===== src/sv/mstt_pkg.sv =====
// ----------------------------------------------------------------------------
// mstt_pkg
// Shared types, character codes, tables and helpers of the melody parser.
// ----------------------------------------------------------------------------
package mstt_pkg;

    typedef struct packed {
        logic [7:0] char_code;
        logic       last_char;
    } in_item_t;

    typedef struct packed {
        logic [12:0] frequency_hz;
        logic [12:0] duration_ms;
        logic        end_of_melody;
        logic        no_notes;
    } out_item_t;

    // Configuration register indexes
    localparam logic [2:0] CFG_TEMPO      = 3'd0;
    localparam logic [2:0] CFG_LENGTH     = 3'd1;
    localparam logic [2:0] CFG_ARTIC      = 3'd2;
    localparam logic [2:0] CFG_OCTAVE     = 3'd3;
    localparam logic [2:0] CFG_TRANSPOSE  = 3'd4;

    // Articulation codes
    localparam logic [1:0] ART_NORMAL   = 2'd0;
    localparam logic [1:0] ART_LEGATO   = 2'd1;
    localparam logic [1:0] ART_STACCATO = 2'd2;
    localparam logic [1:0] ART_MUTE     = 2'd3;

    // Character codes
    localparam logic [7:0] CH_SPACE  = 8'h20;
    localparam logic [7:0] CH_DOLLAR = 8'h24;
    localparam logic [7:0] CH_HASH   = 8'h23;
    localparam logic [7:0] CH_MINUS  = 8'h2D;
    localparam logic [7:0] CH_DOT    = 8'h2E;
    localparam logic [7:0] CH_0      = 8'h30;
    localparam logic [7:0] CH_9      = 8'h39;
    localparam logic [7:0] CH_LT     = 8'h3C;
    localparam logic [7:0] CH_GT     = 8'h3E;
    localparam logic [7:0] CH_LBRK   = 8'h5B;
    localparam logic [7:0] CH_RBRK   = 8'h5D;
    localparam logic [7:0] CH_A      = 8'h41;
    localparam logic [7:0] CH_G      = 8'h47;
    localparam logic [7:0] CH_L      = 8'h4C;
    localparam logic [7:0] CH_M      = 8'h4D;
    localparam logic [7:0] CH_N      = 8'h4E;
    localparam logic [7:0] CH_O      = 8'h4F;
    localparam logic [7:0] CH_R      = 8'h52;
    localparam logic [7:0] CH_S      = 8'h53;
    localparam logic [7:0] CH_T      = 8'h54;
    localparam logic [7:0] CH_U      = 8'h55;
    localparam logic [7:0] CH_LOW_A  = 8'h61;
    localparam logic [7:0] CH_LOW_Z  = 8'h7A;
    localparam logic [7:0] CASE_GAP  = 8'h20;

    localparam logic [7:0]  TEMPO_MIN    = 8'd32;
    localparam logic [15:0] MS_PER_MIN   = 16'd60000;
    localparam logic [10:0] TB_RESET     = 11'd500;
    localparam logic [6:0]  PITCH_LAST   = 7'd107;

    localparam logic [12:0] PITCH_HZ [108] = '{
        13'd0, 13'd0, 13'd0, 13'd0, 13'd0, 13'd0, 13'd0, 13'd0, 13'd0, 13'd0, 13'd0, 13'd0,
        13'd31, 13'd35, 13'd37, 13'd39, 13'd41, 13'd44, 13'd46, 13'd49, 13'd52, 13'd55,
        13'd58, 13'd62,
        13'd65, 13'd69, 13'd73, 13'd78, 13'd82, 13'd87, 13'd93, 13'd98, 13'd104, 13'd110,
        13'd117, 13'd123,
        13'd131, 13'd139, 13'd147, 13'd156, 13'd165, 13'd175, 13'd185, 13'd196, 13'd208,
        13'd220, 13'd233, 13'd247,
        13'd262, 13'd277, 13'd294, 13'd311, 13'd330, 13'd349, 13'd370, 13'd392, 13'd415,
        13'd440, 13'd466, 13'd494,
        13'd523, 13'd554, 13'd587, 13'd622, 13'd659, 13'd698, 13'd740, 13'd784, 13'd831,
        13'd880, 13'd932, 13'd988,
        13'd1047, 13'd1109, 13'd1175, 13'd1245, 13'd1319, 13'd1397, 13'd1480, 13'd1568,
        13'd1661, 13'd1760, 13'd1865, 13'd1976,
        13'd2093, 13'd2217, 13'd2349, 13'd2489, 13'd2637, 13'd2794, 13'd2960, 13'd3136,
        13'd3322, 13'd3520, 13'd3729, 13'd3951,
        13'd4186, 13'd4435, 13'd4699, 13'd4978, 13'd5274, 13'd5588, 13'd5920, 13'd6272,
        13'd6645, 13'd7040, 13'd7459, 13'd7902
    };

    localparam logic [3:0] LETTER_SEMI [7] = '{4'd9, 4'd11, 4'd0, 4'd2, 4'd4, 4'd5, 4'd7};

    typedef struct packed {
        logic [2:0] num;
        logic [4:0] den;
    } ratio_t;

    function automatic logic is_digit(input logic [7:0] ch);
        return (ch >= CH_0) && (ch <= CH_9);
    endfunction

    function automatic ratio_t length_ratio(input logic [14:0] code);
        ratio_t r;
        r = '{num: 3'd1, den: 5'd1};
        unique case (code)
            15'd1:   r.num = 3'd4;
            15'd2:   r.num = 3'd2;
            15'd4:   ;
            15'd8:   r.den = 5'd2;
            15'd16:  r.den = 5'd4;
            15'd32:  r.den = 5'd8;
            15'd64:  r.den = 5'd16;
            15'd3:   r.num = 3'd3;
            15'd6:   begin r.num = 3'd3; r.den = 5'd2; end
            15'd12:  begin r.num = 3'd3; r.den = 5'd4; end
            15'd24:  begin r.num = 3'd3; r.den = 5'd8; end
            15'd48:  begin r.num = 3'd3; r.den = 5'd16; end
            15'd34:  begin r.num = 3'd2; r.den = 5'd3; end
            15'd38:  r.den = 5'd3;
            15'd316: r.den = 5'd6;
            15'd332: r.den = 5'd12;
            default: r.num = 3'd0;
        endcase
        return r;
    endfunction

    typedef enum logic [3:0] {
        ST_IDLE, ST_RESTORE, ST_PARSE1, ST_PARSE2, ST_DISPATCH,
        ST_TB_GO, ST_TB_WAIT, ST_D1_GO, ST_D1_WAIT, ST_EMIT1,
        ST_D2_GO, ST_D2_WAIT, ST_EMIT2, ST_SHIFT, ST_MARK
    } state_t;

    typedef enum logic [1:0] { DIV_TB, DIV_D1, DIV_D2 } div_sel_t;
    typedef enum logic [1:0] { OUT_FIRST, OUT_SECOND, OUT_MARK } out_kind_t;

    typedef struct packed {
        logic      load_in;
        logic      restore;
        logic      parse;
        logic      pass2;
        logic      shift_held;
        logic      clear_melody;
        logic      div_start;
        div_sel_t  div_sel;
        logic      out_load;
        out_kind_t out_kind;
    } cmd_t;

    typedef struct packed {
        logic held_valid;
        logic last;
        logic tb_req;
        logic play_req;
        logic two_part;
        logic div_done;
        logic out_free;
    } status_t;

endpackage


===== src/sv/mstt_divider.sv =====
// ----------------------------------------------------------------------------
// mstt_divider
// Restoring divider, 16-bit dividend by 8-bit divisor, one bit a cycle.
// ----------------------------------------------------------------------------
module mstt_divider
    import mstt_pkg::*;
(
    input  logic        aclk,
    input  logic        aresetn,
    input  logic        start,
    input  logic [15:0] dividend,
    input  logic [7:0]  divisor,
    output logic        done,
    output logic [15:0] quotient
);

    logic        busy_reg, busy_next;
    logic        done_reg, done_next;
    logic [3:0]  cnt_reg, cnt_next;
    logic [7:0]  rem_reg, rem_next;
    logic [15:0] q_reg, q_next;
    logic [7:0]  div_reg, div_next;
    logic [8:0]  trial;

    always_comb begin
        busy_next = busy_reg;
        done_next = 1'b0;
        cnt_next  = cnt_reg;
        rem_next  = rem_reg;
        q_next    = q_reg;
        div_next  = div_reg;
        trial     = {rem_reg, q_reg[15]};
        if (start) begin
            busy_next = 1'b1;
            cnt_next  = '0;
            rem_next  = '0;
            q_next    = dividend;
            div_next  = divisor;
        end else if (busy_reg) begin
            if (trial >= {1'b0, div_reg}) begin
                rem_next = 8'(trial - {1'b0, div_reg});
                q_next   = {q_reg[14:0], 1'b1};
            end else begin
                rem_next = trial[7:0];
                q_next   = {q_reg[14:0], 1'b0};
            end
            cnt_next = cnt_reg + 4'd1;
            if (cnt_reg == 4'd15) begin
                busy_next = 1'b0;
                done_next = 1'b1;
            end
        end
    end

    always_ff @(posedge aclk) begin
        if (!aresetn) begin
            busy_reg <= 1'b0;
            done_reg <= 1'b0;
            cnt_reg  <= '0;
        end else begin
            busy_reg <= busy_next;
            done_reg <= done_next;
            cnt_reg  <= cnt_next;
        end
        rem_reg <= rem_next;
        q_reg   <= q_next;
        div_reg <= div_next;
    end

    assign done     = done_reg;
    assign quotient = q_reg;

endmodule


===== src/sv/mstt_datapath.sv =====
// ----------------------------------------------------------------------------
// mstt_datapath
// Parse state, one-character parse step, duration arithmetic, result register.
// ----------------------------------------------------------------------------
module mstt_datapath
    import mstt_pkg::*;
(
    input  logic        aclk,
    input  logic        aresetn,
    input  logic        cfg_valid,
    input  logic [2:0]  cfg_index,
    input  logic [8:0]  cfg_data,
    input  in_item_t    s_item,
    input  cmd_t        cmd,
    output status_t     status,
    output logic        m_valid,
    input  logic        m_ready,
    output out_item_t   m_item
);

    // Defaults
    logic [7:0] dflt_tempo_reg;
    logic [8:0] dflt_len_reg;
    logic [1:0] dflt_art_reg;
    logic [3:0] dflt_oct_reg;
    logic [4:0] dflt_tr_reg;

    // Input latch
    logic [7:0] in_char_reg;
    logic       in_last_reg;

    // Parse state
    logic [7:0]        held_char_reg;
    logic              held_valid_reg;
    logic [7:0]        tempo_reg, tempo_next;
    logic [10:0]       time_base_reg;
    logic [8:0]        length_code_reg, length_code_next;
    logic [1:0]        art_reg, art_next;
    logic [3:0]        octave_reg, octave_next;
    logic signed [4:0] transpose_reg, transpose_next;
    logic signed [1:0] acc_reg, acc_next;
    logic              dotted_reg, dotted_next;
    logic [7:0]        pending_reg, pending_next;
    logic [13:0]       number_reg, number_next;
    logic [1:0]        digits_reg, digits_next;
    logic              consume_reg, consume_next;
    logic              any_note_reg, any_note_next;

    // Play request
    logic        tb_req_reg, tb_req_next;
    logic        play_req_reg, play_req_next;
    logic [12:0] play_freq_reg, play_freq_next;
    logic [12:0] play_base_reg, play_base_next;
    logic [4:0]  play_den_reg, play_den_next;
    logic [1:0]  play_art_reg, play_art_next;

    // Divider
    logic        div_done;
    logic [15:0] div_q;
    logic [15:0] div_dividend;
    logic [7:0]  div_divisor;
    div_sel_t    div_sel_reg;

    // Result register
    logic      m_valid_reg;
    out_item_t m_item_reg;
    logic      out_free;

    logic [7:0] tempo_dflt_clamped;
    assign tempo_dflt_clamped = (dflt_tempo_reg < TEMPO_MIN) ? TEMPO_MIN : dflt_tempo_reg;

    // One parse step of the held character against its successor
    always_comb begin : parse_step
        logic [7:0]        c, nx, u, f;
        logic              hn, do_nn, do_run, skip;
        logic [13:0]       run_val;
        logic [14:0]       len;
        logic [15:0]       len3;
        ratio_t            rat;
        logic signed [6:0] step, stepw;
        logic signed [2:0] off;
        logic signed [8:0] oe9, idx;
        logic [2:0]        letter;

        c  = held_char_reg;
        nx = in_char_reg;
        hn = !cmd.pass2;
        tempo_next       = tempo_reg;
        length_code_next = length_code_reg;
        art_next         = art_reg;
        octave_next      = octave_reg;
        transpose_next   = transpose_reg;
        acc_next         = acc_reg;
        dotted_next      = dotted_reg;
        pending_next     = pending_reg;
        number_next      = number_reg;
        digits_next      = digits_reg;
        consume_next     = consume_reg;
        any_note_next    = any_note_reg;
        tb_req_next      = 1'b0;
        play_req_next    = 1'b0;
        play_freq_next   = '0;
        play_base_next   = '0;
        play_den_next    = 5'd1;
        play_art_next    = art_reg;
        do_nn   = 1'b0;
        do_run  = 1'b0;
        skip    = 1'b0;
        run_val = '0;
        f       = '0;
        len     = '0;
        len3    = '0;
        rat     = '0;
        step    = '0;
        stepw   = '0;
        off     = '0;
        oe9     = '0;
        idx     = '0;
        letter  = '0;
        u = ((c >= CH_LOW_A) && (c <= CH_LOW_Z)) ? c - CASE_GAP : c;

        if (consume_reg) begin
            consume_next = 1'b0;
            if (is_digit(c)) begin
                number_next = 14'(number_reg * 14'd10) + {10'd0, c[3:0]};
                digits_next = digits_reg + 2'd1;
                do_nn       = 1'b1;
            end
        end else if (c != CH_SPACE) begin
            priority if (u == CH_DOLLAR) begin
                tempo_next       = tempo_dflt_clamped;
                length_code_next = dflt_len_reg;
                art_next         = dflt_art_reg;
                octave_next      = dflt_oct_reg;
                transpose_next   = dflt_tr_reg;
                tb_req_next      = 1'b1;
            end else if (u == CH_LT) begin
                octave_next = (octave_reg <= 4'd1) ? 4'd1 : octave_reg - 4'd1;
            end else if (u == CH_GT) begin
                octave_next = (octave_reg >= 4'd8) ? 4'd8 : octave_reg + 4'd1;
            end else if (u == CH_LBRK) begin
                transpose_next = (transpose_reg <= -5'sd12) ? -5'sd12 : transpose_reg - 5'sd1;
            end else if (u == CH_RBRK) begin
                transpose_next = (transpose_reg >= 5'sd12) ? 5'sd12 : transpose_reg + 5'sd1;
            end else if (((u >= CH_A) && (u <= CH_G)) || u == CH_R || u == CH_HASH
                         || u == CH_MINUS) begin
                if (hn) begin
                    if (is_digit(nx)) skip = 1'b1;
                    priority if (nx == CH_HASH) begin
                        acc_next = 2'sd1;
                        skip     = 1'b1;
                    end else if (nx == CH_MINUS) begin
                        acc_next = -2'sd1;
                        skip     = 1'b1;
                    end else if (nx == CH_DOT) begin
                        dotted_next  = 1'b1;
                        consume_next = 1'b1;
                    end else begin
                    end
                end
                if (u != CH_HASH && u != CH_MINUS) pending_next = u;
                if (pending_next != 8'd0 && !skip) begin
                    do_run  = 1'b1;
                    run_val = '0;
                end
            end else if (u == CH_M) begin
                if (hn) begin
                    priority if (nx == CH_N || nx == CH_N + CASE_GAP) begin
                        art_next = ART_NORMAL;   consume_next = 1'b1;
                    end else if (nx == CH_L || nx == CH_L + CASE_GAP) begin
                        art_next = ART_LEGATO;   consume_next = 1'b1;
                    end else if (nx == CH_S || nx == CH_S + CASE_GAP) begin
                        art_next = ART_STACCATO; consume_next = 1'b1;
                    end else if (nx == CH_U || nx == CH_U + CASE_GAP) begin
                        art_next = ART_MUTE;     consume_next = 1'b1;
                    end else begin
                    end
                end
                pending_next = u;
            end else if (u == CH_L || u == CH_O || u == CH_T) begin
                pending_next = u;
            end else if (is_digit(u)) begin
                number_next = {10'd0, u[3:0]};
                digits_next = '0;
                do_nn       = 1'b1;
            end else begin
            end
        end

        // Number finished or still growing
        if (do_nn) begin
            if (hn && digits_next < 2'd3 && is_digit(nx)) begin
                consume_next = 1'b1;
            end else begin
                if (hn && digits_next < 2'd3 && nx == CH_DOT) dotted_next = 1'b1;
                run_val     = number_next;
                number_next = '0;
                digits_next = '0;
                if (pending_next != 8'd0) do_run = 1'b1;
            end
        end

        // Execute the pending command
        if (do_run) begin
            f            = pending_next;
            pending_next = '0;
            if (((f >= CH_A) && (f <= CH_G)) || f == CH_R) begin
                len = (run_val == 14'd0) ? {6'd0, length_code_next} : {1'b0, run_val};
                if (dotted_next) begin
                    len3 = {len, 1'b0} + {1'b0, len};
                    len  = len3[15:1];
                end
                rat = length_ratio(len);
                play_base_next = 13'(time_base_reg * rat.num);
                play_den_next  = rat.den;
                play_art_next  = art_next;
                if (f != CH_R) begin
                    letter = 3'(f - CH_A);
                    step = $signed({3'b000, LETTER_SEMI[letter]}) + 7'(transpose_next)
                         + 7'(acc_next);
                    priority if (step < -7'sd12) begin
                        stepw = step + 7'sd24;
                        off   = (octave_next > 4'd1) ? -3'sd2 : 3'sd0;
                    end else if (step < 7'sd0) begin
                        stepw = step + 7'sd12;
                        off   = (octave_next > 4'd1) ? -3'sd1 : 3'sd0;
                    end else if (step > 7'sd23) begin
                        stepw = step - 7'sd24;
                        off   = (octave_next < 4'd8) ? 3'sd2 : 3'sd0;
                    end else if (step > 7'sd11) begin
                        stepw = step - 7'sd12;
                        off   = (octave_next < 4'd8) ? 3'sd1 : 3'sd0;
                    end else begin
                        stepw = step;
                        off   = 3'sd0;
                    end
                    oe9 = $signed({5'd0, octave_next}) + 9'(off);
                    idx = (oe9 <<< 3) + (oe9 <<< 2) + 9'(stepw);
                    if (idx >= 9'sd0 && idx <= $signed({2'b00, PITCH_LAST}))
                        play_freq_next = PITCH_HZ[idx[6:0]];
                end
                dotted_next   = 1'b0;
                acc_next      = '0;
                any_note_next = 1'b1;
                play_req_next = 1'b1;
            end else if (f == CH_L) begin
                rat = length_ratio({1'b0, run_val});
                if (rat.num != 3'd0)
                    length_code_next = run_val[8:0];
            end else if (f == CH_O) begin
                octave_next = (run_val < 14'd1) ? 4'd1 :
                              (run_val > 14'd8) ? 4'd8 : run_val[3:0];
            end else if (f == CH_T) begin
                tempo_next  = (run_val < 14'(TEMPO_MIN)) ? TEMPO_MIN :
                              (run_val > 14'd255) ? 8'd255 : run_val[7:0];
                tb_req_next = 1'b1;
            end
        end
    end

    // Divider operand selection
    always_comb begin
        div_dividend = {3'd0, play_base_reg};
        div_divisor  = {3'd0, play_den_reg};
        unique case (cmd.div_sel)
            DIV_TB: begin
                div_dividend = MS_PER_MIN;
                div_divisor  = tempo_reg;
            end
            DIV_D1: begin
                if (play_art_reg == ART_NORMAL) begin
                    div_dividend = {play_base_reg, 3'd0} - {3'd0, play_base_reg};
                    div_divisor  = {play_den_reg, 3'd0};
                end else if (play_art_reg == ART_STACCATO) begin
                    div_dividend = {2'd0, play_base_reg, 1'b0} + {3'd0, play_base_reg};
                    div_divisor  = {1'b0, play_den_reg, 2'd0};
                end
            end
            DIV_D2: begin
                if (play_art_reg == ART_NORMAL) div_divisor = {play_den_reg, 3'd0};
                else                            div_divisor = {1'b0, play_den_reg, 2'd0};
            end
            default: ;
        endcase
    end

    mstt_divider u_div (
        .aclk     (aclk),
        .aresetn  (aresetn),
        .start    (cmd.div_start),
        .dividend (div_dividend),
        .divisor  (div_divisor),
        .done     (div_done),
        .quotient (div_q)
    );

    // Configuration and parse state registers
    always_ff @(posedge aclk) begin
        if (!aresetn) begin
            dflt_tempo_reg  <= 8'd120;
            dflt_len_reg    <= 9'd4;
            dflt_art_reg    <= ART_NORMAL;
            dflt_oct_reg    <= 4'd4;
            dflt_tr_reg     <= '0;
            held_char_reg   <= '0;
            held_valid_reg  <= 1'b0;
            tempo_reg       <= 8'd120;
            time_base_reg   <= TB_RESET;
            length_code_reg <= 9'd4;
            art_reg         <= ART_NORMAL;
            octave_reg      <= 4'd4;
            transpose_reg   <= '0;
            acc_reg         <= '0;
            dotted_reg      <= 1'b0;
            pending_reg     <= '0;
            number_reg      <= '0;
            digits_reg      <= '0;
            consume_reg     <= 1'b0;
            any_note_reg    <= 1'b0;
            tb_req_reg      <= 1'b0;
            play_req_reg    <= 1'b0;
            div_sel_reg     <= DIV_TB;
        end else begin
            if (cfg_valid) begin
                unique case (cfg_index)
                    CFG_TEMPO:     dflt_tempo_reg <= cfg_data[7:0];
                    CFG_LENGTH:    dflt_len_reg   <= cfg_data;
                    CFG_ARTIC:     dflt_art_reg   <= cfg_data[1:0];
                    CFG_OCTAVE:    dflt_oct_reg   <= cfg_data[3:0];
                    CFG_TRANSPOSE: dflt_tr_reg    <= cfg_data[4:0];
                    default: ;
                endcase
            end
            if (cmd.div_start) div_sel_reg <= cmd.div_sel;
            if (div_done && div_sel_reg == DIV_TB) time_base_reg <= div_q[10:0];
            if (cmd.restore) begin
                tempo_reg       <= tempo_dflt_clamped;
                length_code_reg <= dflt_len_reg;
                art_reg         <= dflt_art_reg;
                octave_reg      <= dflt_oct_reg;
                transpose_reg   <= dflt_tr_reg;
            end
            if (cmd.parse) begin
                tempo_reg       <= tempo_next;
                length_code_reg <= length_code_next;
                art_reg         <= art_next;
                octave_reg      <= octave_next;
                transpose_reg   <= transpose_next;
                acc_reg         <= acc_next;
                dotted_reg      <= dotted_next;
                pending_reg     <= pending_next;
                number_reg      <= number_next;
                digits_reg      <= digits_next;
                consume_reg     <= consume_next;
                any_note_reg    <= any_note_next;
                tb_req_reg      <= tb_req_next;
                play_req_reg    <= play_req_next;
            end
            if (cmd.shift_held) begin
                held_char_reg  <= in_char_reg;
                held_valid_reg <= 1'b1;
            end
            if (cmd.clear_melody) begin
                held_char_reg  <= '0;
                held_valid_reg <= 1'b0;
                acc_reg        <= '0;
                dotted_reg     <= 1'b0;
                pending_reg    <= '0;
                number_reg     <= '0;
                digits_reg     <= '0;
                consume_reg    <= 1'b0;
                any_note_reg   <= 1'b0;
            end
        end
    end

    always_ff @(posedge aclk) begin
        if (cmd.load_in) begin
            in_char_reg <= s_item.char_code;
            in_last_reg <= s_item.last_char;
        end
        if (cmd.parse) begin
            play_freq_reg <= play_freq_next;
            play_base_reg <= play_base_next;
            play_den_reg  <= play_den_next;
            play_art_reg  <= play_art_next;
        end
    end

    // Result register
    assign out_free = !m_valid_reg || m_ready;

    always_ff @(posedge aclk) begin
        if (!aresetn) begin
            m_valid_reg <= 1'b0;
        end else if (cmd.out_load) begin
            m_valid_reg <= 1'b1;
        end else if (m_ready) begin
            m_valid_reg <= 1'b0;
        end
        if (cmd.out_load) begin
            m_item_reg <= '0;
            unique case (cmd.out_kind)
                OUT_FIRST: begin
                    m_item_reg.frequency_hz <= (play_art_reg == ART_MUTE) ? 13'd0 : play_freq_reg;
                    m_item_reg.duration_ms  <= div_q[12:0];
                end
                OUT_SECOND: m_item_reg.duration_ms <= div_q[12:0];
                OUT_MARK: begin
                    m_item_reg.end_of_melody <= 1'b1;
                    m_item_reg.no_notes      <= !any_note_reg;
                end
                default: ;
            endcase
        end
    end

    assign m_valid = m_valid_reg;
    assign m_item  = m_item_reg;

    assign status.held_valid = held_valid_reg;
    assign status.last       = in_last_reg;
    assign status.tb_req     = tb_req_reg;
    assign status.play_req   = play_req_reg;
    assign status.two_part   = (play_art_reg == ART_NORMAL) || (play_art_reg == ART_STACCATO);
    assign status.div_done   = div_done;
    assign status.out_free   = out_free;

endmodule


===== src/sv/mstt_ctrl.sv =====
// ----------------------------------------------------------------------------
// mstt_ctrl
// Sequencer: one character item through parse, divisions and result slots.
// ----------------------------------------------------------------------------
module mstt_ctrl
    import mstt_pkg::*;
(
    input  logic    aclk,
    input  logic    aresetn,
    input  logic    s_valid,
    output logic    s_ready,
    input  status_t status,
    output cmd_t    cmd
);

    state_t state_reg, state_next;
    logic   phase_reg, phase_next;
    state_t after_st;

    // Where to go once a pass is finished: shift in the new character or mark the end
    assign after_st = phase_reg ? ST_MARK : ST_SHIFT;

    always_comb begin
        state_next = state_reg;
        phase_next = phase_reg;
        unique case (state_reg)
            ST_IDLE: begin
                if (s_valid) begin
                    phase_next = 1'b0;
                    state_next = status.held_valid ? ST_PARSE1 : ST_RESTORE;
                end
            end
            ST_RESTORE:  state_next = ST_TB_GO;
            ST_PARSE1:   state_next = ST_DISPATCH;
            ST_PARSE2: begin
                phase_next = 1'b1;
                state_next = ST_DISPATCH;
            end
            ST_DISPATCH: begin
                priority if (status.tb_req)   state_next = ST_TB_GO;
                else if (status.play_req)     state_next = ST_D1_GO;
                else                          state_next = after_st;
            end
            ST_TB_GO:    state_next = ST_TB_WAIT;
            ST_TB_WAIT:  if (status.div_done) state_next = after_st;
            ST_D1_GO:    state_next = ST_D1_WAIT;
            ST_D1_WAIT:  if (status.div_done) state_next = ST_EMIT1;
            ST_EMIT1: begin
                if (status.out_free) state_next = status.two_part ? ST_D2_GO : after_st;
            end
            ST_D2_GO:    state_next = ST_D2_WAIT;
            ST_D2_WAIT:  if (status.div_done) state_next = ST_EMIT2;
            ST_EMIT2:    if (status.out_free) state_next = after_st;
            ST_SHIFT:    state_next = status.last ? ST_PARSE2 : ST_IDLE;
            ST_MARK:     if (status.out_free) state_next = ST_IDLE;
            default:     state_next = ST_IDLE;
        endcase
    end

    always_comb begin
        cmd     = '0;
        s_ready = 1'b0;
        unique case (state_reg)
            ST_IDLE: begin
                s_ready     = 1'b1;
                cmd.load_in = s_valid;
            end
            ST_RESTORE: cmd.restore = 1'b1;
            ST_PARSE1:  cmd.parse   = 1'b1;
            ST_PARSE2: begin
                cmd.parse = 1'b1;
                cmd.pass2 = 1'b1;
            end
            ST_TB_GO: begin
                cmd.div_start = 1'b1;
                cmd.div_sel   = DIV_TB;
            end
            ST_D1_GO: begin
                cmd.div_start = 1'b1;
                cmd.div_sel   = DIV_D1;
            end
            ST_D2_GO: begin
                cmd.div_start = 1'b1;
                cmd.div_sel   = DIV_D2;
            end
            ST_D1_WAIT: cmd.div_sel = DIV_D1;
            ST_D2_WAIT: cmd.div_sel = DIV_D2;
            ST_EMIT1: begin
                cmd.out_load = status.out_free;
                cmd.out_kind = OUT_FIRST;
            end
            ST_EMIT2: begin
                cmd.out_load = status.out_free;
                cmd.out_kind = OUT_SECOND;
            end
            ST_SHIFT: cmd.shift_held = 1'b1;
            ST_MARK: begin
                cmd.out_load     = status.out_free;
                cmd.out_kind     = OUT_MARK;
                cmd.clear_melody = status.out_free;
            end
            default: ;
        endcase
    end

    always_ff @(posedge aclk) begin
        if (!aresetn) begin
            state_reg <= ST_IDLE;
            phase_reg <= 1'b0;
        end else begin
            state_reg <= state_next;
            phase_reg <= phase_next;
        end
    end

endmodule


===== src/sv/melody_string_to_tones_core.sv =====
// One character is taken at a time; each tone or silence item costs one 16-step
// division and a slot in the result register, and a tempo change adds a division.
// A final character also runs a second parse pass and can flush a second note.
// Reset (aresetn low at a clock edge) restores the default registers, empties the
// held character and the result register; no clearing pass is needed.
// ----------------------------------------------------------------------------
// melody_string_to_tones_core
// Melody string parser: characters in, tone/silence items and an end marker out.
// ----------------------------------------------------------------------------
module melody_string_to_tones_core
    import mstt_pkg::*;
(
    input  logic       aclk,
    input  logic       aresetn,
    // Configuration write channel
    input  logic       cfg_valid,
    output logic       cfg_ready,
    input  logic [2:0] cfg_index,
    input  logic [8:0] cfg_data,
    // Character items in
    input  logic       s_valid,
    output logic       s_ready,
    input  in_item_t   s_item,
    // Tone items out
    output logic       m_valid,
    input  logic       m_ready,
    output out_item_t  m_item
);

    cmd_t    cmd;
    status_t status;

    // Configuration writes are always taken; they only touch the default registers.
    assign cfg_ready = 1'b1;

    // Sequencer: hold each character, run the parse passes, start the divider,
    // and drop one item at a time into the result register.
    mstt_ctrl u_ctrl (
        .aclk    (aclk),
        .aresetn (aresetn),
        .s_valid (s_valid),
        .s_ready (s_ready),
        .status  (status),
        .cmd     (cmd)
    );

    // Datapath: parse state, note and duration arithmetic, shared divider,
    // result register that parts the sequencer from the downstream side.
    mstt_datapath u_dp (
        .aclk      (aclk),
        .aresetn   (aresetn),
        .cfg_valid (cfg_valid),
        .cfg_index (cfg_index),
        .cfg_data  (cfg_data),
        .s_item    (s_item),
        .cmd       (cmd),
        .status    (status),
        .m_valid   (m_valid),
        .m_ready   (m_ready),
        .m_item    (m_item)
    );

endmodule


===== config.mk =====
export PLATFORM = sky130hd
export DESIGN_NAME = melody_string_to_tones_core
export DESIGN_NICKNAME = d
export VERILOG_FILES = /design/src/sv/mstt_pkg.sv /design/src/sv/mstt_divider.sv /design/src/sv/mstt_datapath.sv /design/src/sv/mstt_ctrl.sv /design/src/sv/melody_string_to_tones_core.sv
export SDC_FILE = /design/constraint.sdc
export NUM_CORES = 1
export LEC_CHECK = 0
export BUFFER_PORTS_ARGS = -buffer_cell sky130_fd_sc_hd__buf_2
export CAP_MARGIN = 10
export CORE_MARGIN = 10
export CORE_UTILIZATION = 55
export CTS_CLUSTER_DIAMETER = 60
export DETAILED_ROUTE_END_ITERATION = 7
export PLACE_DENSITY_LB_ADDON = 0.1
export SKIP_CTS_REPAIR_TIMING = 1
export SLEW_MARGIN = 20
export SYNTH_ARGS = -nofsm -noshare
export SYNTH_HDL_FRONTEND = slang
export SYNTH_SLANG_ARGS = --single-unit

===== constraint.sdc =====
create_clock -name aclk -period 12.25 [get_ports aclk]
set_input_delay 2.45 -clock aclk [delete_from_list [all_inputs] [get_ports aclk]]
set_output_delay 2.45 -clock aclk [all_outputs]
set_load 0.01 [all_outputs]

[Word level (Yosys, flattened, before mapping)]
Memories as Yosys holds them, arrays and structs flattened. A register that Yosys moved wholly into a read port is not among the register bits.
Index checks and enable logic that the tools add are counted.
Word-level totals
  register bits: 210
  bits in read-only memories: 1696
  input port bits: 26
  output and inout bits: 31
  memories: 2
Cells by class
  add/sub/neg operators: 22
  multipliers: 2
  order comparisons: 32
  equality and inequality tests: 95
  muxes and demuxes: 289
  bitwise operators: 5
  reduce and logical (&&, ||, !) cells: 74
Memory list
  (no name shown): depth 128, bits a word 13, read ports 1, clocked after memory_dff 1, write ports 0, line mstt_datapath.sv:240  | play_freq_next = PITCH_HZ[idx[6:0]];
  (no name shown): depth 8, bits a word 4, read ports 1, clocked after memory_dff 0, write ports 0, line mstt_datapath.sv:219  | step = $signed({3'b000, LETTER_SEMI[letter]}) + 7'(transpose_next)
Operators with widths (count)
  8-bit 2-to-1 mux: 37
  14-bit 2-to-1 mux: 17
  8-bit by 7-bit == test with 1-bit output, second input constant: 19
  4-bit 2-to-1 mux: 27
  1-bit 2-to-1 mux: 100
  2-bit 2-to-1 mux: 50
  9-bit 2-to-1 mux: 9
  8-bit by 6-bit == test with 1-bit output, second input constant: 8
  16-bit 2-to-1 mux: 4
  15-bit by 6-bit == test with 1-bit output, second input constant: 4
  14-bit by 6-bit == test with 1-bit output, second input constant: 4
  7-bit 2-to-1 mux: 8
  4-bit one-hot mux with 14 select lines: 1
  5-bit 2-to-1 mux: 11
  15-bit 2-to-1 mux: 3
  3-bit 2-to-1 mux: 14
  5-bit one-hot mux with 7 select lines: 1
  4-bit == test, second input constant: 8
  16-bit one-hot mux with 2 select lines: 1
  15-bit by 2-bit == test with 1-bit output, second input constant: 2
  15-bit by 3-bit == test with 1-bit output, second input constant: 2
  15-bit by 4-bit == test with 1-bit output, second input constant: 2
  15-bit by 5-bit == test with 1-bit output, second input constant: 2
  15-bit by 9-bit == test with 1-bit output, second input constant: 2
  other kinds (93): 183

[Logic depth before layout (Yosys ltp)]
  depth in word-level cells: 46
  depth in mapped cells: 50
  gate-level depth less buffers: 47

[Cells and area by module]
Synthesis repeated with hierarchy kept, for this count alone.
Unflattened totals
  cell total of the unflattened synthesis: 2366
  area total of the unflattened synthesis: 19248.5 um2
By module, submodules not included
  mstt_datapath: times used 1, cells each 2093, area an instance 16573.4 um2, sequential area each 4284.1 um2
  mstt_divider: times used 1, cells each 177, area an instance 1966.9 um2, sequential area each 1001.0 um2
  mstt_ctrl: times used 1, cells each 94, area an instance 696.9 um2, sequential area each 100.1 um2
  melody_string_to_tones_core: times used 1, cells each 2, area an instance 11.3 um2, sequential area each 0.0 um2

[Worst setup path after synthesis]
No wires, ideal clock.
  path type: reg2reg
  start point: register u_dp.held_char_reg[6]
  end point: register u_dp.play_freq_reg[0] (data pin)
  setup time: 0.266 ns
  arrival: 9.903 ns
  data required time: 11.984 ns
  path slack: 2.081 ns
  stages on the path, launching flop included: 45
  buffers on the path: 3
  period minus slack after synthesis: 10.169 ns
  cells stage by stage: dfxtp_1 > clkbuf_1 > inv_1 > ha_1 > o21ai_0 > or3b_1 > a2111o_1 > a31oi_1 > nand2_1 > a22oi_1 > ha_1 > xor2_1 > mux2_2 > fa_1 > inv_1 > ha_1 > inv_1 > fa_1 > [9 not listed] > a22oi_1 > ha_1 > inv_1 > fa_1 > xor2_1 > fa_1 > inv_1 > ha_1 > a21o_1 > a21oi_1 > o21bai_1 > a21oi_1 > xor2_1 > xnor2_1 > a31oi_1 > o2111ai_1 > clkbuf_1 > nor2_1
On the way
  longest elaborated chain between the ends: 44
  elaborated cells between the ends (all ways): 166
  classes of those cells: 11 x add/sub; 19 x order compare; 17 x eq/ne; 96 x mux; 2 x bitwise; 20 x reduce/logical; 1 x memory
RTL lines
  from (decl): line mstt_datapath.sv:33  | logic [7:0] held_char_reg;
  from (signal assigned): line mstt_datapath.sv:360  | held_char_reg <= in_char_reg;
  8-bit by 7-bit greater-or-equal comparator with 1-bit output or 8-bit by 7-bit <= comparator with 1-bit output (tied branches): line mstt_datapath.sv:120  | u = ((c >= CH_LOW_A) && (c <= CH_LOW_Z)) ? c - CASE_GAP : c;
  1-bit logical AND: line mstt_datapath.sv:120
  8-bit 2-to-1 mux: line mstt_datapath.sv:120
  8-bit by 6-bit inequality test with 1-bit output: line mstt_datapath.sv:161  | if (u != CH_HASH && u != CH_MINUS) pending_next = u;
  1-bit logical AND: line mstt_datapath.sv:161
  8-bit 2-to-1 mux: line mstt_datapath.sv:161
  8-bit 2-to-1 mux: line mstt_datapath.sv:145  | end else if (((u >= CH_A) && (u <= CH_G)) || u == CH_R || u == CH_HASH
  8-bit 2-to-1 mux: line mstt_datapath.sv:143  | end else if (u == CH_RBRK) begin
  [28 not listed]
  3-bit 2-to-1 mux: line mstt_datapath.sv:204  | if (do_run) begin
  5-bit by 3-bit adder with 6-bit output: line mstt_datapath.sv:237  | oe9 = $signed({5'd0, octave_next}) + 9'(off);
  9-bit adder: line mstt_datapath.sv:238  | idx = (oe9 <<< 3) + (oe9 <<< 2) + 9'(stepw);
  9-bit by 7-bit adder with 9-bit output: line mstt_datapath.sv:238
  9-bit by 1-bit greater-or-equal comparator with 1-bit output or 9-bit by 8-bit <= comparator with 1-bit output (tied branches): line mstt_datapath.sv:239  | if (idx >= 9'sd0 && idx <= $signed({2'b00, PITCH_LAST}))
  1-bit logical AND: line mstt_datapath.sv:239
  4-bit AND reduction (no line)
  1-bit logical NOT (no line)
  to (decl): line mstt_datapath.sv:52  | logic [12:0] play_freq_reg, play_freq_next;
Several ways; a longest one is shown, not always the timed one. The select of a mux whose other input is x is not followed.
A chain may end at the register's enable or synchronous reset.

[Worst setup path after layout]
  start point: register u_dp.held_char_reg[1]
  end point: register u_dp.play_base_reg[12] (data pin)
On the way
  longest elaborated chain between the ends: 33
  elaborated cells between the ends (all ways): 161
  classes of those cells: 3 x add/sub; 1 x mul; 11 x order compare; 32 x eq/ne; 91 x mux; 23 x reduce/logical
RTL lines
  8-bit by 7-bit greater-or-equal comparator with 1-bit output or 8-bit by 7-bit <= comparator with 1-bit output (tied branches): line mstt_datapath.sv:120
  1-bit logical AND: line mstt_datapath.sv:120
  8-bit 2-to-1 mux: line mstt_datapath.sv:120
  8-bit by 6-bit greater-or-equal comparator with 1-bit output (tied with other cells): line mstt_pkg.sv:91  | return (ch >= CH_0) && (ch <= CH_9);
  1-bit logical AND (tied with other cells): line mstt_pkg.sv:91
  2-bit 2-to-1 mux (tied with other cells): line mstt_datapath.sv:182  | end else if (is_digit(u)) begin
  2-bit 2-to-1 mux or 1-bit logical OR (tied branches): line mstt_datapath.sv:180, mstt_datapath.sv:145
  2-bit 2-to-1 mux or 1-bit logical OR (tied branches): line mstt_datapath.sv:166, mstt_datapath.sv:146
  [17 not listed]
  15-bit 2-to-1 mux: line mstt_datapath.sv:207  | if (((f >= CH_A) && (f <= CH_G)) || f == CH_R) begin
  15-bit 2-to-1 mux: line mstt_datapath.sv:204
  15-bit by 3-bit == test with 1-bit output (tied with other cells): line mstt_pkg.sv:97  | unique case (code)
  8-bit OR reduction (no line) (tied with other cells)
  3-bit one-hot mux with 4 select lines: line mstt_pkg.sv:97
  3-bit 2-to-1 mux: line mstt_datapath.sv:207
  3-bit 2-to-1 mux: line mstt_datapath.sv:204
  11-bit by 3-bit multiplier with 13-bit output: line mstt_datapath.sv:214  | play_base_next = 13'(time_base_reg * rat.num);
  to (signal assigned): line mstt_datapath.sv:384  | play_base_reg <= play_base_next;
  to (decl): line mstt_datapath.sv:53  | logic [12:0] play_base_reg, play_base_next;
Several ways; a longest one is shown, not always the timed one. The select of a mux whose other input is x is not followed.

==> flow_summary.yaml <==
grt:
  grt-ovfl-total: 0
  antenna_found_initial: 0
  grt_max_degree: 82
  grt_pass1_vias: 16990
  groute.usage.overall: 0.2584
  grt_busiest_layer: "met2"
  met2_usage: 0.4071
  met3_usage: 0.03464
  global_route.usage.met1: 0.3665
  grt_pass1_wl_microns: 90080
route:
  vias_per_cell: 6.299
  first_pass_iters: 5
  ant_nets: 0
  drc: 0
  wl_microns: 56490
  drt_iter0_markers: 1489
  vias: 18100
  wire_per_inst_microns: 19.66
cts:
  clkSinkCount: 222
  htreeDepth: 1
  clock_latency_ns: 0.56
  clockBufferDepth: 3
  clkTransAtPathRegs_ns: 0.07
  cts_tree: "built"
  cts_inserted_buffers: 28
  root_buffer: "clkbuf_16"
floorplanning:
  rows: 68
  die_y_microns: 206.3
  core_sq_um: 34370
  ioPinCount: 57
  die_area_sq_um: 42570
  dieWidth_microns: 206.3
  initial_core_util: 0.5555
setup_path:
  critPathRequiredTime_ns: 12.67
  worstSetupPathType: "flop to flop"
  critPathSlowestCell: "dfxtp_1"
  cpPeakStageDelay_ns: 0.99
  crit_fanout: 24
  critPathArrivalTime_ns: 11.65
  end_kind: "flop"
  cpMostUsedCell: "a21oi_1"
  start_kind: "flop"
yosys:
  ys_seq_area_frac: 0.2820
  yosys_warnings: 0
  synth_xor_area_frac: 0.03670
  async_flop_share: 0
  ys_ff_latch: 222
  synth_cell_types: 100
  synth-compound-area-share: 0.2511
  synthAdderAreaFrac: 0.1135
  synth_top_family_by_area: "compound AO/OA/AOI/OAI gates"
  synth_edf_count: 94
  synth.area.mux_share: 0.03565
  synth.avg_cell_area_sq_um: 7.913
  synth_nets: 2596
  synth_flop_cell: "dfxtp_1"
  netlist_area_sq_um: 19090
  synth_cells: 2413
  synth-simple-area-share: 0.2252
sta:
  fmax_mhz: 89.05
  maxSlewViolCount: 0
  slew_headroom: 0.2914
  clock_skew_ns: 0.01795
  rsz0062_at_grt: "no"
  tightest_slew_ns: 1.060
  setup_violations: 0
  hold_viol: 0
  fin_crit_sh: 0.9167
  tns_ns: 0
  fin_crit_ns: 11.23
final_layout:
  fillers: 3126
  largest_reg_flops: 28
  syn2layout_area_growth_pct: 8.316
  finalNetCount: 2579
  antennaDiodeCount: 0
  drive_gt1_frac: 0.07940
min_path:
  hold_class: "flop to flop"
placement:
  gp_congestion: 0.9405
  dpl.hpwl_microns: 42010
  io_buffer_count: 55
run:
  cap_violations: 0
outcome:
  status: "complete, no violations"
## cell usage in the layout, fill, tap and decap left out, types with 28 or more instances in the layout
cell type	n
a21boi_0	28
buf_2	55
a31oi_1	33
a211oi_1	37
o211ai_1	40
o21ai_0	138
nor2_1	228
nor2b_1	38
a21o_1	29
xnor2_1	50
mux2i_1	50
nand3_1	55
clkbuf_16	29
ha_1	130
xor2_1	28
dfxtp_1	126
nand2_1	274
edfxtp_1	94
a21oi_1	221
inv_1	139
nand2b_1	31
nor3_1	64
and2_1	54
## routing by layer
metal	up-vias	wire [microns]
li1	8736	-
met1	8668	26020
met2	606	25360
met3	88	3857
met4	0	1238
met5	-	0
## area by class of cell
cell class,count,area (sq um),area share
clock buffer,34,754.5,0.03648
timing repair buffer,82,478.0,0.02311
sequential,222,5388,0.2605
tap,455,569.3,0.02753
multi-input combinational,1919,12720,0.6149
inverter,143,536.8,0.02595
clock inverter,18,239.0,0.01156
## metrics by stage
stage / hold slack (ns) / instance area (sq um) / instances / setup slack [ns] / util
finish: 0.4633 / 20680 / 2873 / 1.020 / 0.6017
detailed placement: 0.4566 / 19650 / 2821 / 0.4231 / 0.5717
global placement: 0.4431 / 19650 / 2821 / 0.7192 / 0.5716
floorplan: 0.4323 / 19090 / 2413 / 2.081 / -
CTS: 0.4648 / 20640 / 2873 / 0.3457 / 0.6006
global route: 0.4904 / 20680 / 2873 / 0.1758 / 0.6017
## worst max-delay path: cells and delay by family, from the launching register on
family | cells | cell delay [ns]
simple gates | 10 | 2.40
buf+inv | 2 | 0.32
flops | 1 | 0.99
xor+xnor | 2 | 0.35
fa+ha+maj | 7 | 2.15
compound gates | 23 | 4.88
## kinds of logic after synthesis
kind of cell | Yosys count
flops | 222
other cells | 1
simple gates | 886
xor+xnor | 80
compound gates | 734
fa+ha+maj | 157
buf+inv | 272
mux | 61
## final timing paths
path	startpoint	to	slack [ns]	cells past startpoint
setup / recovery	u_dp.held_char_reg[1]	u_dp.play_base_reg[12]	1.02	44
hold reg to reg	u_dp.u_div.rem_reg[7]	u_dp.u_div.rem_reg[7]	0.46	2
hold / removal	u_dp.u_div.rem_reg[7]	u_dp.u_div.rem_reg[7]	0.46	2
setup reg to reg	u_dp.held_char_reg[1]	u_dp.play_base_reg[12]	1.02	44
## cells in the mapped netlist, types with 11 or more instances
cell / number / area share
nand2b_1: 31 / 0.010
dfxtp_1: 128 / 0.13
o211ai_1: 40 / 0.016
mux2i_1: 50 / 0.026
clkbuf_1: 95 / 0.019
o21a_1: 13 / 0.0051
a31oi_1: 33 / 0.011
a221oi_1: 13 / 0.0060
buf_2: 15 / 0.0039
ha_1: 130 / 0.085
and2_1: 54 / 0.018
a21oi_1: 223 / 0.058
o21bai_1: 11 / 0.0043
a21boi_0: 28 / 0.011
nand2_1: 275 / 0.054
and3_1: 24 / 0.0079
nand3_1: 55 / 0.014
edfxtp_1: 94 / 0.15
inv_1: 140 / 0.028
a21o_1: 29 / 0.011
o22ai_1: 13 / 0.0043
a211oi_1: 37 / 0.015
o31ai_1: 25 / 0.0098
buf_1: 15 / 0.0029
fa_1: 27 / 0.028
nor3_1: 65 / 0.017
nor2b_1: 38 / 0.012
nor4_1: 18 / 0.0059
nor3b_1: 11 / 0.0043
a22oi_1: 18 / 0.0071
nor2_1: 230 / 0.045
xnor2_1: 52 / 0.024
o21ai_0: 140 / 0.037
nand4_1: 22 / 0.0072
xor2_1: 28 / 0.013
Power is not shown: default switching activity piles up to over one toggle a cycle in this logic, so the estimate is an artifact.
